--- src/rtl/ceeq_pkg.sv ---
// Shared constants for the coalescing error event queue.
// No dependencies.
package ceeq_pkg;
  localparam int STAGE_DEPTH_DEF = 4;
  localparam int QUEUE_DEPTH_DEF = 16;
  localparam int LEVELS          = 3;
  localparam int CODE_W          = 16;
  localparam int TIME_W          = 32;
  localparam int COUNT_W         = 10;
  localparam int DROP_W          = 4;
  localparam int BOARD_W         = 6;
  localparam int INFO_BOARD_LSB  = 16;
  localparam int INFO_COUNT_LSB  = 22;
  localparam logic [COUNT_W-1:0] COUNT_MAX = '1;

  localparam logic [1:0] CMD_REPORT = 2'd0;
  localparam logic [1:0] CMD_UPDATE = 2'd1;
  localparam logic [1:0] CMD_SEND   = 2'd2;

  localparam logic [1:0] LVL_FIQ = 2'd2;

  localparam logic REG_BOARD_NUM    = 1'b0;
  localparam logic REG_DEFAULT_CODE = 1'b1;
endpackage

--- src/rtl/ceeq_ram.sv ---
// Generic single-write, single-read RAM with registered read data.
// No dependencies.
module ceeq_ram #(
  parameter int WIDTH = 16,
  parameter int DEPTH = 16
) (
  input  logic                     clk,
  input  logic                     we,
  input  logic [$clog2(DEPTH)-1:0] waddr,
  input  logic [WIDTH-1:0]         wdata,
  input  logic [$clog2(DEPTH)-1:0] raddr,
  output logic [WIDTH-1:0]         rdata
);
  logic [WIDTH-1:0] mem [DEPTH];

  always_ff @(posedge clk) begin
    if (we) begin
      mem[waddr] <= wdata;
    end
    rdata <= mem[raddr];
  end
endmodule

--- src/rtl/coalescing_error_event_queue.sv ---
// Coalescing error event queue top level: staging rings, main ring, control.
// Depends on ceeq_pkg and ceeq_ram.
//
// Channel  Direction  Payload
// in_      slave      tuser {source_level, command}, tdata {timestamp, code}
// out_     master     tuser {sent}, tdata {dropped, info_word, count, time, id}
// cfg_     write      cfg_index selects board number or default code
//
// Report and an empty Send answer from idle; a Send that pops passes S_POP.
// Update: per staged code, S_CHK and S_RD, then S_SRCH and S_CMP for each queued
// entry compared, and a final S_SRCH that appends the code when it is new; one
// more S_CHK per level. Entries are compared one at a time through the single
// read port of the main ring memory. Reset is synchronous; no clearing pass. A
// new item is taken once the previous result has been transferred or is transferring.
module coalescing_error_event_queue #(
  parameter int STAGE_DEPTH = ceeq_pkg::STAGE_DEPTH_DEF,
  parameter int QUEUE_DEPTH = ceeq_pkg::QUEUE_DEPTH_DEF
) (
  input  logic        clk,
  input  logic        rst_n,
  input  logic        in_tvalid,
  output logic        in_tready,
  input  logic [3:0]  in_tuser,   // command[1:0], source_level[3:2]
  input  logic [47:0] in_tdata,   // code[15:0], timestamp[47:16]
  output logic        out_tvalid,
  input  logic        out_tready,
  output logic [0:0]  out_tuser,  // sent[0]
  output logic [95:0] out_tdata,  // active_id, active_time, active_count,
                                  // info_word, dropped, zero pad
  input  logic        cfg_we,
  input  logic [0:0]  cfg_index,
  input  logic [15:0] cfg_wdata
);
  localparam int SW  = $clog2(STAGE_DEPTH);
  localparam int QW  = $clog2(QUEUE_DEPTH);
  localparam int SAW = $clog2(ceeq_pkg::LEVELS * STAGE_DEPTH);
  localparam int EW  = ceeq_pkg::CODE_W + ceeq_pkg::TIME_W + ceeq_pkg::COUNT_W;

  typedef enum logic [2:0] {
    S_IDLE, S_POP, S_CHK, S_RD, S_SRCH, S_CMP
  } state_t;

  state_t state_r;
  logic   out_valid_r, sent_r;
  logic [ceeq_pkg::DROP_W-1:0]  drop_r;
  logic [ceeq_pkg::CODE_W-1:0]  act_code_r, code_r, def_code_r;
  logic [ceeq_pkg::TIME_W-1:0]  act_time_r, now_r;
  logic [ceeq_pkg::COUNT_W-1:0] act_count_r;
  logic [ceeq_pkg::BOARD_W-1:0] board_r;
  logic [SW-1:0] shead_r [ceeq_pkg::LEVELS];
  logic [SW-1:0] stail_r [ceeq_pkg::LEVELS];
  logic [QW-1:0] qhead_r, qtail_r, idx_r;
  logic [1:0]    lvl_r;

  logic [1:0]  in_cmd, in_lvl;
  logic        accept;
  logic [SW-1:0] lvl_tail_nxt;

  logic           s_we;
  logic [SAW-1:0] s_waddr, s_raddr;
  logic [ceeq_pkg::CODE_W-1:0] s_rdata;
  logic           q_we;
  logic [QW-1:0]  q_waddr, q_raddr;
  logic [EW-1:0]  q_wdata, q_rdata;
  logic [ceeq_pkg::CODE_W-1:0]  q_rcode;
  logic [ceeq_pkg::TIME_W-1:0]  q_rtime;
  logic [ceeq_pkg::COUNT_W-1:0] q_rcount, q_count_inc;
  logic [QW-1:0] qtail_next;
  logic [ceeq_pkg::TIME_W-1:0] info;

  function automatic logic [SW-1:0] snext(input logic [SW-1:0] i);
    snext = (i == SW'(STAGE_DEPTH - 1)) ? '0 : i + SW'(1);
  endfunction

  function automatic logic [QW-1:0] qnext(input logic [QW-1:0] i);
    qnext = (i == QW'(QUEUE_DEPTH - 1)) ? '0 : i + QW'(1);
  endfunction

  function automatic logic [SAW-1:0] saddr(input logic [1:0] l, input logic [SW-1:0] i);
    saddr = SAW'(l) * SAW'(STAGE_DEPTH) + SAW'(i);
  endfunction

  assign in_cmd  = in_tuser[1:0];
  assign in_lvl  = in_tuser[3:2];
  assign in_tready = (state_r == S_IDLE) && (!out_valid_r || out_tready);
  assign accept  = in_tvalid && in_tready;
  assign lvl_tail_nxt = (in_lvl < 2'(ceeq_pkg::LEVELS)) ? snext(stail_r[in_lvl]) : '0;

  assign {q_rcount, q_rtime, q_rcode} = q_rdata;
  assign q_count_inc = (q_rcount == ceeq_pkg::COUNT_MAX) ? q_rcount :
                       q_rcount + ceeq_pkg::COUNT_W'(1);
  assign qtail_next  = qnext(qtail_r);

  always_comb begin
    s_we    = accept && (in_cmd == ceeq_pkg::CMD_REPORT) &&
              (in_lvl < 2'(ceeq_pkg::LEVELS)) && (lvl_tail_nxt != shead_r[in_lvl]);
    s_waddr = (in_lvl < 2'(ceeq_pkg::LEVELS)) ? saddr(in_lvl, stail_r[in_lvl]) : '0;
    s_raddr = (lvl_r < 2'(ceeq_pkg::LEVELS)) ? saddr(lvl_r, shead_r[lvl_r]) : '0;
    q_we    = 1'b0;
    q_waddr = qtail_r;
    q_wdata = {ceeq_pkg::COUNT_W'(1), now_r, code_r};
    q_raddr = (state_r == S_IDLE) ? qhead_r : idx_r;
    case (state_r)
      S_SRCH: begin
        q_we = (idx_r == qtail_r) && (qtail_next != qhead_r);
      end
      S_CMP: begin
        q_we    = (q_rcode == code_r);
        q_waddr = idx_r;
        q_wdata = {q_count_inc, q_rtime, q_rcode};
      end
      default: begin
      end
    endcase
  end

  ceeq_ram #(.WIDTH(ceeq_pkg::CODE_W), .DEPTH(ceeq_pkg::LEVELS * STAGE_DEPTH)) u_stage_ram (
    .clk(clk), .we(s_we), .waddr(s_waddr), .wdata(in_tdata[15:0]),
    .raddr(s_raddr), .rdata(s_rdata)
  );

  ceeq_ram #(.WIDTH(EW), .DEPTH(QUEUE_DEPTH)) u_queue_ram (
    .clk(clk), .we(q_we), .waddr(q_waddr), .wdata(q_wdata),
    .raddr(q_raddr), .rdata(q_rdata)
  );

  always_ff @(posedge clk) begin
    if (!rst_n) begin
      board_r    <= '0;
      def_code_r <= '0;
    end else if (cfg_we) begin
      case (cfg_index)
        ceeq_pkg::REG_BOARD_NUM:    board_r    <= cfg_wdata[ceeq_pkg::BOARD_W-1:0];
        ceeq_pkg::REG_DEFAULT_CODE: def_code_r <= cfg_wdata;
        default: begin
        end
      endcase
    end
  end

  always_ff @(posedge clk) begin
    if (!rst_n) begin
      state_r     <= S_IDLE;
      out_valid_r <= 1'b0;
      sent_r      <= 1'b0;
      drop_r      <= '0;
      act_code_r  <= '0;
      act_time_r  <= '0;
      act_count_r <= '0;
      qhead_r     <= '0;
      qtail_r     <= '0;
      idx_r       <= '0;
      lvl_r       <= '0;
      for (int l = 0; l < ceeq_pkg::LEVELS; l++) begin
        shead_r[l] <= '0;
        stail_r[l] <= '0;
      end
    end else begin
      if (out_valid_r && out_tready) begin
        out_valid_r <= 1'b0;
      end
      case (state_r)
        S_IDLE: begin
          if (accept) begin
            code_r <= in_tdata[15:0];
            now_r  <= in_tdata[47:16];
            sent_r <= 1'b0;
            drop_r <= '0;
            lvl_r  <= '0;
            case (in_cmd)
              ceeq_pkg::CMD_REPORT: begin
                out_valid_r <= 1'b1;
                if (in_lvl < 2'(ceeq_pkg::LEVELS)) begin
                  if (lvl_tail_nxt == shead_r[in_lvl]) begin
                    drop_r <= ceeq_pkg::DROP_W'(1);
                  end else begin
                    stail_r[in_lvl] <= lvl_tail_nxt;
                  end
                end
              end
              ceeq_pkg::CMD_UPDATE: begin
                state_r <= S_CHK;
              end
              ceeq_pkg::CMD_SEND: begin
                if (qhead_r != qtail_r) begin
                  state_r <= S_POP;
                end else begin
                  act_code_r  <= def_code_r;
                  act_time_r  <= in_tdata[47:16];
                  act_count_r <= '0;
                  out_valid_r <= 1'b1;
                end
              end
              default: begin
                out_valid_r <= 1'b1;
              end
            endcase
          end
        end
        S_POP: begin
          act_code_r  <= q_rcode;
          act_time_r  <= q_rtime;
          act_count_r <= q_rcount;
          qhead_r     <= qnext(qhead_r);
          sent_r      <= 1'b1;
          out_valid_r <= 1'b1;
          state_r     <= S_IDLE;
        end
        S_CHK: begin
          if (shead_r[lvl_r] != stail_r[lvl_r]) begin
            state_r <= S_RD;
          end else if (lvl_r == ceeq_pkg::LVL_FIQ) begin
            out_valid_r <= 1'b1;
            state_r     <= S_IDLE;
          end else begin
            lvl_r <= lvl_r + 2'd1;
          end
        end
        S_RD: begin
          code_r  <= s_rdata;
          idx_r   <= qhead_r;
          state_r <= S_SRCH;
        end
        S_SRCH: begin
          if (idx_r == qtail_r) begin
            if (qtail_next == qhead_r) begin
              drop_r <= drop_r + ceeq_pkg::DROP_W'(1);
            end else begin
              qtail_r <= qtail_next;
            end
            shead_r[lvl_r] <= snext(shead_r[lvl_r]);
            state_r        <= S_CHK;
          end else begin
            state_r <= S_CMP;
          end
        end
        S_CMP: begin
          if (q_rcode == code_r) begin
            shead_r[lvl_r] <= snext(shead_r[lvl_r]);
            state_r        <= S_CHK;
          end else begin
            idx_r   <= qnext(idx_r);
            state_r <= S_SRCH;
          end
        end
        default: begin
          state_r <= S_IDLE;
        end
      endcase
    end
  end

  assign info = {act_count_r, board_r, act_code_r};

  assign out_tvalid = out_valid_r;
  assign out_tuser  = sent_r;
  assign out_tdata  = {2'b00, drop_r, info, act_count_r, act_time_r, act_code_r};
endmodule

--- config.mk ---
export PLATFORM = sky130hd
export DESIGN_NAME = coalescing_error_event_queue
export DESIGN_NICKNAME = d
export VERILOG_FILES = /design/src/rtl/ceeq_pkg.sv /design/src/rtl/ceeq_ram.sv /design/src/rtl/coalescing_error_event_queue.sv
export SDC_FILE = /design/constraint.sdc
export NUM_CORES = 2
export LEC_CHECK = 0
export ABC_CLOCK_PERIOD_IN_PS = 8200
export BUFFER_PORTS_ARGS = -buffer_cell sky130_fd_sc_hd__buf_2
export CORE_AREA = 8 8 333 335
export DETAILED_ROUTE_END_ITERATION = 8
export DIE_AREA = 0 0 341 343
export GPL_ROUTABILITY_DRIVEN = 0
export PLACE_DENSITY = 0.76
export SYNTH_ARGS = -nofsm -noshare
export SYNTH_HDL_FRONTEND = slang
export SYNTH_SLANG_ARGS = --single-unit
--- constraint.sdc ---
create_clock -name clk -period 8.2 [get_ports clk]
set_clock_uncertainty 0.05 [all_clocks]
set_input_delay 0.82 -clock clk [delete_from_list [all_inputs] [get_ports clk]]
set_output_delay 0.82 -clock clk [all_outputs]
set_load 0.02 [all_outputs]
==> results.tsv <==
stage	metric	value	unit
outcome	status	finished clean	
route	via count	27472	
power	LEAKAGE	20.2	nW
worst_setup_path	Crit. End Element	flop	
synth	mux share of post-synthesis cell area	14.0	%
die	Die Area	117000	sq um
clock_tree	CTS Hold Buffers Added	0	
timing	Hold WS	0.219	ns
die	chip width	341	um
finish	Layout area overhead	13.2	%
synth	post-synthesis sequential area ratio	74.6	%
die	top-level I/O count	173	
timing	unrepaired setup endpoints after global routing	no	
timing	Final setup viols	0	
global_routing	GRT Total Usage	19.8	%
route	via/cell ratio	5.97	
die	Starting Density	49.5	%
synth	top_reg_cell synth	edfxtp_1	
synth	Synth Area per Inst	17.9	sq um
route	detailed router's first-iteration violation count	2525	
timing	crit path time final	4.58	ns
route	Routed WL	117	mm
placement	DP Area	54800	sq um
global_routing	initial antenna violation count	1	
clock_tree	CTS Buf Count	138	
synth	post-synthesis cell count	2923	
timing	Fmax	0.218	GHz
placement	placed insts	4348	
power	P_int	11.4	mW
synth	Synth cell types	53	
clock_tree	post-CTS resize count	0	
power	Logic pwr share	3.6	%
finish	FILL cells	7706	
finish	diode count	0	
synth	EDFF count, synth	1184	
synth	synthesized cell area	52400	sq um
clock_tree	root buffer cell	clkbuf_16	
min_path	Tightest Hold Check Type	in -> reg	
power	switching power	2.97	mW
power	overall power	14.4	mW
synth	complex-gate fraction of the synthesized area	3.95	%
route	Antenna Nets Post-Route	0	
clock_tree	CTS sink cnt	1363	
clock_tree	CTS max path bufs	3	
synth	FFs w/ async S/R, synth	0	%
die	DIE HEIGHT	343	um
finish	Final Instance Area	59300	sq um
synth	#FFs+latches synth	1363	
worst_setup_path	Critical Path RT	8.51	ns
job	max cap viols	0	
global_routing	first-pass GRT wire length	176	mm
timing	setup TNS	0	ns
route	detailed-route wire length per cell	25.5	um
power	clock share of power	43.3	%
clock_tree	latest clock arrival within the worst-skew pair	0.75	ns
global_routing	number of global-route vias before repair	28351	
die	Core Area	106000	sq um
clock_tree	clock slew at reported path FFs	0.06	ns
synth	Post-Synth Simple-Gate Area	4.51	%
timing	max-slew violation count	0	
timing	relative slew slack	8.90	%
worst_setup_path	Worst Path Max Fanout	31	
clock_tree	number of buffers added for setup after CTS	0	
worst_setup_path	Worst Setup Path Type	reg -> reg	
power	Sequential Power Share	53.1	%
synth	Synth Warn #	0	
global_routing	Overflow after GRT	0	
route	# DRC	0	
synth	Synth Area in Adders	0.429	%
die	Rows	120	
power	Cell Pwr Density	242	nW/um^2
clock_tree	CTS tree	yes	
synth	largest family of logic cells by synthesized area	multiplexers	
placement	DP HPWL	65.3	mm
route	First-pass DRT Iterations	8	
clock_tree	H-tree levels	4	
finish	layout cells sized above 1	25.1	%
finish	Non-Filler Instances	4604	
power	VDD IR max	0.177	mV
timing	fin crit share	55.8	%
finish	final-stage net count	3177	
power	switch share	20.7	%
global_routing	largest net degree at the start of global routing	167	
worst_setup_path	CP arrival	4.89	ns
timing	Fin. Hold Viols	0	
timing	worst-margin pin slew	1.36	ns
worst_setup_path	crit path launch type	flop	
synth	Post-Synth XOR/XNOR Area	0.651	%
placement	Port Buf Inserts	170	
through the flow:
| stage | worst slack, ns | util, % |
|---|---|---|
| floorplan | 3.13 | - |
| global placement | 3.67 | 51.8 |
| detailed placement | 3.53 | 51.8 |
| CTS | 3.61 | 56.1 |
| global route | 3.33 | 56.1 |
| finish | 3.62 | 56.1 |
cell families after synthesis:
group,Yosys count
AO/OA/AOI/OAI,301
XOR/XNOR,39
adder cells (fa/ha/maj),18
buffers and inverters,214
flip-flops,1363
multiplexers,422
other,1
AND/OR/NAND/NOR,565
synthesized netlist by cell type, types with 16 or more instances:
cell,instances,area [sq um]
mux4_2,240,5410
inv_1,16,60.1
clkbuf_1,124,465
a21oi_1,31,155
nand2_1,314,1180
xor2_1,29,254
nand3_1,28,140
ha_1,18,225
buf_4,28,210
o21ai_0,42,210
nor2_1,150,563
edfxtp_1,1184,35600
mux2i_1,85,851
mux2_2,97,1090
buf_1,17,63.8
buf_2,28,140
a211oi_1,51,383
a22oi_1,143,1070
dfxtp_1,179,3580
power groups by stage:
stage          combinational (mW)  sequential, mW  clock (mW)
2_1_floorplan               0.319            7.77           0
3_5_place_dp                0.516            7.77           0
6_report                    0.514            7.62        6.22
5_1_grt                     0.556            7.62        6.56
3_3_place_gp                0.509            7.77           0
4_1_cts                     0.520            7.62        6.30
path summary, 6_finish.rpt:
path	from	endpoint	slack, ns	cells after the start
max	qtail_r[2]	u_queue_ram.mem[13][36]	3.62	7
max reg2reg	qtail_r[2]	u_queue_ram.mem[13][36]	3.62	7
min	in_tdata[41]	now_r[25]	0.22	1
min reg2reg	def_code_r[10]	def_code_r[10]	0.40	2
critical path, cell delays in order, from the launching register on:
cell,delay [ns]
dfxtp_1,0.59
xnor2_1,0.17
nand4_1,0.19
or4b_2,0.69
a21oi_2,0.41
o211ai_1,0.44
nor2_4,1.01
buf_4,0.64
metal layers:
metal | GRT usage (%) | vias to the layer above | part of all wire [%]
li1 | - | 11822 | -
met1 | 25.6 | 14172 | 39
met2 | 33.0 | 1245 | 50
met3 | 4.30 | 231 | 8.0
met4 | 7.21 | 2 | 3.3
met5 | 0 | - | 0.011
registers in the layout, summed over array words and instances, names as in the netlist, 32 cells and up, named ones only:
name / count
act_time_r: 32
now_r: 32
u_queue_ram.mem: 928
u_queue_ram.rdata: 58
u_stage_ram.mem: 192
cells in the final DEF (no fill, tap or decap), types with 18 or more instances in the layout:
cell / synthesis / routed
edfxtp_1: 1184 / 1184
a211oi_1: 51 / 49
a21oi_1: 31 / 31
mux2i_1: 85 / 83
dfxtp_1: 179 / 179
xor2_1: 29 / 29
buf_2: 28 / 170
a22oi_1: 143 / 143
nor2_1: 150 / 129
clkinv_2: 0 / 21
o21ai_0: 42 / 42
nand3_1: 28 / 28
nor2_4: 0 / 21
nand2_1: 314 / 314
mux4_2: 240 / 240
ha_1: 18 / 18
clkbuf_16: 0 / 140
buf_4: 28 / 44
clkbuf_1: 124 / 39
mux2_2: 97 / 97
area by class of cell:
cell class | count | area, sq um | area share, %
clock buffer | 196 | 3880 | 6.53
sequential | 1363 | 39100 | 66.0
multi-input combinational | 1349 | 12600 | 21.3
tap | 1403 | 1760 | 2.96
timing repair buffer | 216 | 1220 | 2.06
clock inverter | 60 | 653 | 1.10
inverter | 17 | 66.3 | 0.112
Note: power is estimated with default switching activity, not from simulation.
